$ cat config.mk
export PLATFORM = sky130hd
export DESIGN_NAME = rdwb_divider
export DESIGN_NICKNAME = d
export VERILOG_FILES = /design/src/rdwb_pkg.sv /design/src/rdwb_divider.sv
export SDC_FILE = /design/constraint.sdc
export NUM_CORES = 1
export LEC_CHECK = 0
export BUFFER_PORTS_ARGS = -buffer_cell sky130_fd_sc_hd__buf_2
export CORE_ASPECT_RATIO = 1.75
export CORE_UTILIZATION = 50
export DETAILED_ROUTE_END_ITERATION = 10
export PLACE_DENSITY = 0.72
export SYNTH_ARGS = -nofsm -noshare
export SYNTH_HDL_FRONTEND = slang
export SYNTH_SLANG_ARGS = --single-unit
$ cat constraint.sdc
create_clock -name clk -period 2.8 [get_ports clk]
set_input_delay 0 -clock clk [delete_from_list [all_inputs] [get_ports clk]]
set_output_delay 0 -clock clk [all_outputs]
set_load 0.02 [all_outputs]
$ cat src/rdwb_pkg.sv
`default_nettype none

package rdwb_pkg;

  localparam int CONTIGS_DEF = 4;
  localparam int WINDOWS_DEF = 4096;

  localparam int FUNC_W     = 2;
  localparam int CIGAR_W    = 32;
  localparam int FLAGS_W    = 16;
  localparam int CTG_W      = 2;
  localparam int CTG_SLOTS  = 1 << CTG_W;
  localparam int WIDX_W     = 12;
  localparam int POS_W      = 31;
  localparam int ISZ_W      = 32;
  localparam int LIMIT_W    = 31;
  localparam int WS_W       = 16;
  localparam int CLASS_W    = 2;
  localparam int CNT_W      = 32;
  localparam int CLIP_W     = 40;
  localparam int CFG_IDX_W  = 2;
  localparam int CFG_DATA_W = 32;

  localparam int OP_W       = 4;
  localparam int DIV_STEPS  = POS_W;
  localparam int DIV_CNT_W  = $clog2(DIV_STEPS);

  localparam logic [LIMIT_W-1:0] LONG_LIMIT_RST  = LIMIT_W'(590);
  localparam logic [LIMIT_W-1:0] SHORT_LIMIT_RST = LIMIT_W'(372);
  localparam logic [WS_W-1:0]    WINDOW_SIZE_RST = WS_W'(100);

  localparam logic [OP_W-1:0] OP_SOFT_CLIP = 4'd4;
  localparam logic [OP_W-1:0] OP_HARD_CLIP = 4'd5;

  localparam int FLAG_PAIRED        = 0;
  localparam int FLAG_UNMAPPED      = 2;
  localparam int FLAG_MATE_UNMAPPED = 3;

  typedef enum logic [FUNC_W-1:0] {
    FUNC_CIGAR   = 2'd0,
    FUNC_RECORD  = 2'd1,
    FUNC_READOUT = 2'd2
  } func_t;

  typedef enum logic [CFG_IDX_W-1:0] {
    CFG_LONG_LIMIT  = 2'd0,
    CFG_SHORT_LIMIT = 2'd1,
    CFG_WINDOW_SIZE = 2'd2
  } cfg_reg_t;

  typedef enum logic [CLASS_W-1:0] {
    PAIR_NONE  = 2'd0,
    PAIR_LONG  = 2'd1,
    PAIR_SHORT = 2'd2
  } pair_class_t;

  typedef enum logic [2:0] {
    ST_CLEAR,
    ST_IDLE,
    ST_DIV,
    ST_READ,
    ST_FINISH
  } state_t;

  typedef struct packed {
    logic [CNT_W-1:0]  count;
    logic [CLIP_W-1:0] clip;
  } window_entry_t;

  function automatic logic [CNT_W-1:0] sat_inc(input logic [CNT_W-1:0] v);
    return (&v) ? v : v + 1'b1;
  endfunction

  function automatic logic [CLIP_W-1:0] sat_add_clip(input logic [CLIP_W-1:0] a,
                                                     input logic [CLIP_W-1:0] b);
    logic [CLIP_W:0] s;
    s = {1'b0, a} + {1'b0, b};
    return s[CLIP_W] ? {CLIP_W{1'b1}} : s[CLIP_W-1:0];
  endfunction

endpackage

`default_nettype wire

$ cat src/rdwb_divider.sv
`default_nettype none

// Restoring radix-2 divider, one quotient bit per cycle.
module rdwb_divider (
  input  logic                          clk,
  input  logic                          rst,
  input  logic                          start,
  input  logic [rdwb_pkg::POS_W-1:0]    dividend,
  input  logic [rdwb_pkg::WS_W-1:0]     divisor,
  output logic                          done,
  output logic [rdwb_pkg::POS_W-1:0]    quotient
);

  localparam logic [rdwb_pkg::DIV_CNT_W-1:0] LAST_STEP =
    rdwb_pkg::DIV_CNT_W'(rdwb_pkg::DIV_STEPS - 1);

  logic                            busy;
  logic [rdwb_pkg::DIV_CNT_W-1:0]  step;
  logic [rdwb_pkg::WS_W-1:0]       rem;
  logic [rdwb_pkg::WS_W-1:0]       dvsr;
  logic [rdwb_pkg::WS_W:0]         trial;
  logic                            fits;

  assign trial = {rem, quotient[rdwb_pkg::POS_W-1]};
  assign fits  = trial >= {1'b0, dvsr};

  always_ff @(posedge clk) begin
    if (rst) begin
      busy <= 1'b0;
      done <= 1'b0;
      step <= '0;
    end else begin
      done <= busy && (step == LAST_STEP);
      if (start) begin
        busy <= 1'b1;
        step <= '0;
      end else if (busy) begin
        step <= step + 1'b1;
        if (step == LAST_STEP) begin
          busy <= 1'b0;
        end
      end
    end
  end

  always_ff @(posedge clk) begin
    if (start) begin
      quotient <= dividend;
      rem      <= '0;
      dvsr     <= divisor;
    end else if (busy) begin
      quotient <= {quotient[rdwb_pkg::POS_W-2:0], fits};
      rem      <= fits ? rdwb_pkg::WS_W'(trial - {1'b0, dvsr}) : trial[rdwb_pkg::WS_W-1:0];
    end
  end

endmodule

`default_nettype wire

# Yosys cells after proc, flatten, opt, wreduce, memory -nomap -nowiden
# Index checks and enable logic that the tools add are counted.
# classes
bitwise_logic	0
n_div	0
mul	0
n_reduce_logical	3
n_lt_le_gt_ge	1
n_mux	6
addsub	2
n_eq_ne	1
n_shift	0
# ops
op	n
$mux W31	2
$ge A17 B16 Y1	1
$mux W16	1
$sub A16 B16 Y16	1
$add A5 B1 Y5 const B	1
$eq A5 B5 Y1 const B	1
$mux W1	3
$reduce_bool A2 Y1	1
$reduce_or A2 Y1	1
$logic_and A1 B1 Y1	1
# word_totals
out_inout_bits	32
inputBits	50
mem_bits_ro	0
latchBits	0
elab_cells	19
mem_count	0
mem_bits_rw	0
ff_bits	70

# Longest topological paths before layout
# logic_depth
word_depth	4
mapped_depth	10
ltp_nobuf	9

# Worst setup path before layout
# Ideal clock, no wire load.
# synth_timing
path_type	reg2reg
startpoint	register quotient[30] in the netlist's numbering
endpoint	register rem[8] in the netlist's numbering
setup_ns	0.058
setup_slack_ns	0.436
path_buffers	0
path_stages_with_launch	10
synth_period_minus_slack_ns	2.364
required_time_ns	2.742
t_arrival_ns	2.306
cell_sequence	edfxtp_1 inv_1 ha_1 fa_1 nand2b_1 a21bo_2 o2111a_1 xor2_1 a311oi_1 o21a_1
# synth_between
elab_chain_cells	2
elab_cells_between_ends	3
cone_classes	add/sub (1); order compare (1); mux (1)
# synth_lines
item	line_no	source
start: declaration	rdwb_divider.sv:11	output logic [rdwb_pkg::POS_W-1:0] quotient
start signal: assignment	rdwb_divider.sv:48	quotient <= dividend;
start signal: assignment	rdwb_divider.sv:52	quotient <= {quotient[rdwb_pkg::POS_W-2:0], fits};
$sub A16 B16 Y16 or $ge A17 B16 Y1 (tied branches)	rdwb_divider.sv:53, rdwb_divider.sv:25	
$mux W16 *	rdwb_divider.sv:53	rem <= fits ? rdwb_pkg::WS_W'(trial - {1'b0, dvsr}) : trial[rdwb_pkg::WS_W-1:0];
end signal: assignment	rdwb_divider.sv:53	
end: declaration	rdwb_divider.sv:19	logic [rdwb_pkg::WS_W-1:0] rem;
# Every way passes the cells marked *; elsewhere a longest branch is shown, timed or not.
# A chain may end at the register's enable or synchronous reset.

# Worst setup path after layout
# layout_timing
startpoint	register dvsr[1] in the netlist's numbering
endpoint	register rem[12] in the netlist's numbering
# layout_between
elab_chain_cells	2
elab_cells_between_ends	3
cone_classes	add/sub (1); order compare (1); mux (1)
# layout_lines
item	line_no	source
start: declaration	rdwb_divider.sv:20	logic [rdwb_pkg::WS_W-1:0] dvsr;
start signal: assignment	rdwb_divider.sv:50	dvsr <= divisor;
$sub A16 B16 Y16 or $ge A17 B16 Y1 (tied branches)	rdwb_divider.sv:53, rdwb_divider.sv:25	
$mux W16 *	rdwb_divider.sv:53	
# Marks and branches as above.

==> key figures <==
Cells and area
  – Area growth syn-to-layout: 32.3%
  – Layout cells sized above 1: 0.307
  – Cell area after layout: 0.00511 mm^2
  – ANT cells: 0
  – Final #Nets: 550

Yosys
  – Syn Nets: 420
  – Multiplexer share of the synthesized area: 0.0874
  – Register area share after synthesis: 0.484
  – Post-synthesis simple-gate area fraction: 0.142
  – Synth Area in Compound Gates: 0.155
  – Largest cells by area after synthesis: edfxtp_1 37%, dfxtp_1 12%, mux2_2 8.7%
  – Netlist cell types: 58
  – Async SR Flop Fraction: 0
  – Post-synthesis instance area: 0.00386 mm^2
  – Yosys reg bits: 70
  – Main combinational cell family by area after synthesis: compound AO/OA/AOI/OAI gates
  – Most used DFF post-synth: edfxtp_1
  – Syn avg cell area: 11.0 um^2
  – Synth Area in Adders: 0.0635
  – Ys Warns: 0
  – Top cell type's share of synthesized area: 0.365
  – Most area-hungry cell type in the Yosys netlist: edfxtp_1
  – XOR/XNOR Fraction of Synth Area: 0.0204
  – Gate Count Post-Synth: 351
  – EDFF count, synth: 47

Clock tree
  – H-Tree Depth: 3
  – Clock root buffer master: clkbuf_16
  – Resized Gates After CTS: 0
  – Clk_lat worst skew: 330 ps
  – TritonCTS clock tree: built
  – Num CTS Buffers: 9
  – Clock-pin slew on the worst setup and hold paths: 50 ps
  – Max clock buf depth: 2
  – Post-CTS Setup Inserts: 0
  – # clock sinks: 70

Drt
  – Initial DRC count: 244
  – Antenna Nets Post-Route: 0
  – Via Count: 3260
  – Vias/cell: 5.68
  – Drt first pass iters: 4
  – DRC Markers: 0
  – WL/cell: 16.5 um
  – Drt total wl: 9.49 mm

Global routing
  – First-pass GRT wire length: 15.6 mm
  – Gr ovfl total: 0
  – Largest net degree at the start of global routing: 46
  – Total Routing Usage GR: 0.261
  – Vias in the first global route: 3374
  – Initial antenna violation count: 0

Critical path
  – Largest fanout on the critical path: 14
  – R2R cell count: 8
  – Worst path max stage delay: 520 ps
  – Slowest CP cell: o211ai_1
  – Critical path type: flop to flop
  – Top delay family on crit path: compound AO/OA/AOI/OAI gates
  – Worst r2r src: dvsr[1]$_DFFE_PP_
  – WP buf/inv: 1
  – CP Data Required Time: 2970 ps
  – R2r endpoint: rem[12]$_SDFFE_PP0P_
  – Critical Path AT: 2710 ps
  – Worst setup EP type: flop
  – R2R setup slack: 270 ps
  – Worst path most repeated cell: o211ai_1
  – Cell breakdown of the critical path: inv_1 > ha_1 > nor2b_4 > o211ai_1 > a21oi_4 > o31a_4 > o211ai_1 > o311ai_0
  – Worst setup SP type: flop

STA
  – Setup_tns: 0 ps
  – Slew HR: 0.534
  – Final max-slew violation count: 0
  – Final hold violations: 0
  – Final count of negative-setup-slack endpoints: 0
  – RSZ-0062 raised after global routing: no
  – Clock skew: 5.44 ps
  – Slew @ Worst Pin: 699 ps
  – Period utilization: 0.905
  – FMAX: 0.395 GHz
  – Final min period: 2530 ps

Run status
  – Status: complete, no violations

Floorplan
  – DIE HEIGHT: 118 um
  – Core area: 0.00751 mm^2
  – Die width: 68.5 um
  – Ports: 82
  – Initial Util: 0.514
  – FP Rows: 42
  – Die Area: 0.00810 mm^2

Placed design
  – PortBufs: 81
  – Hpwl dp: 6.09 mm
  – GP Congestion: 0.873
  – Dpl cell area: 0.00437 mm^2

Power
  – Pwr Density: 563 mW/mm^2
  – VDD IR max: 0.551 mV
  – Leak Pwr: 2.15 nW

Worst hold path
  – Hold_sp: start
  – Worst hold path class: input port to flop
  – Worst Hold Depth: 1
  – Hold EP: dvsr[14]$_DFFE_PP_

Flow run
  – Max-Cap Viols: 0
## per-layer routing
metal	part of all wire	global-route usage	wire (um)	vias up
met1	0.39	0.301	3690	1540
met3	0.052	0.0637	489	23
met5	0	0	0	-
met4	0.030	0.135	286	0
met2	0.53	0.428	5030	123
li1	-	-	-	1574
## placed cells by master (no fill, tap or decap), types with 6 or more instances in the layout
cell           instances
dlygate4sd3_1         48
nand3_1                6
buf_4                  7
mux2_2                30
inv_1                 26
a21oi_1               12
edfxtp_1              47
nand4_1                7
nand2_1               29
ha_1                  18
a311oi_1              10
nor3_1                 9
xor2_1                 6
clkbuf_16              9
dfxtp_1               23
nor2_1                26
buf_2                 81
o21ai_0                8
## Yosys cell counts (2+ instances only)
cell type	count
nand3_1	6
xor2_1	6
clkbuf_1	14
and2_1	2
nand4_1	7
o31ai_1	4
inv_1	26
a21o_1	5
nand2b_1	4
xnor2_1	3
nand2_1	29
nand3b_1	3
dfxtp_1	23
a311oi_1	10
a31oi_1	4
o311ai_0	4
nor3b_1	2
buf_6	2
a21oi_1	12
nor2_1	26
nor3_1	9
mux2_2	30
o21a_1	4
edfxtp_1	47
nand4b_1	5
a21boi_0	3
o211a_1	2
a211o_2	2
ha_1	18
o211ai_1	3
or3b_2	2
o21ai_0	8
## worst max-delay path by stage
| stage | startpoint | endpoint | slack [ps] | cells after the start |
|---|---|---|---|---|
| 4_1_cts | dvsr[1]$_DFFE_PP_ | rem[10]$_SDFFE_PP0P_ | 250 | 9 |
| 3_5_place_dp | dvsr[1]$_DFFE_PP_ | rem[10]$_SDFFE_PP0P_ | 270 | 9 |
| 5_1_grt | dvsr[1]$_DFFE_PP_ | rem[3]$_SDFFE_PP0P_ | 50 | 9 |
| 2_1_floorplan | quotient[30]$_DFFE_PP_ | rem[8]$_SDFFE_PP0P_ | 440 | 9 |
| 3_3_place_gp | dvsr[1]$_DFFE_PP_ | rem[12]$_SDFFE_PP0P_ | 320 | 8 |
| 6_report | dvsr[1]$_DFFE_PP_ | rem[12]$_SDFFE_PP0P_ | 270 | 8 |
## power by group
group | switching [mW] | internal (mW) | leakage (nW)
registers | 0.0465 | 1.20 | 0.657
logic | 0.335 | 0.274 | 1.36
clock network | 0.403 | 0.618 | 0.132
## state kept, by name, indices dropped and copies added, names as in the netlist
| name | cells |
|---|---|
| done | 1 |
| quotient | 31 |
| step | 5 |
| busy | 1 |
| dvsr | 16 |
| rem | 16 |
## layout make-up
| type | instances | area (um^2) |
|---|---|---|
| well taps | 88 | 110 |
| inverters | 26 | 97.6 |
| multi-input cells | 237 | 1810 |
| repair buffers | 137 | 958 |
| clock inverters | 4 | 22.5 |
| clock buffers | 12 | 246 |
| flip-flops and latches | 70 | 1870 |
| fillers | 543 | 2400 |
## cells by family after synthesis
family                   count (synthesis)
adder cells (fa/ha/maj)                 19
buffers and inverters                   44
AO/OA/AOI/OAI                           75
flip-flops                              70
AND/OR/NAND/NOR                        104
XOR/XNOR                                 9
multiplexers                            30
## stage by stage
step / worst slack (ps) / util / power [mW] / cells / hold WS (ps)
after global routing: 46.4 / 0.681 / 3.00 / 574 / 207
after detailed placement: 266 / 0.581 / 1.81 / 510 / 179
after CTS: 252 / 0.681 / 2.88 / 574 / 173
after global placement: 322 / 0.581 / 1.80 / 510 / 177
after floorplan: 436 / - / 1.64 / 351 / 72.4
final: 266 / 0.681 / 2.88 / 574 / 188
## worst reg2reg max path, cell delays in order, from the launching register on
cell and delay, ps:
edfxtp_1 410, inv_1 80, ha_1 230, nor2b_4 130, o211ai_1 520, a21oi_4 170, o31a_4 460, o211ai_1 170
o311ai_0 210
## what timing repair did
action                     CTS  global route
setup endpoints to repair    0             0
hold buffers                48             0
hold endpoints to repair    54             0
Note: power is estimated with default switching activity, not from simulation.
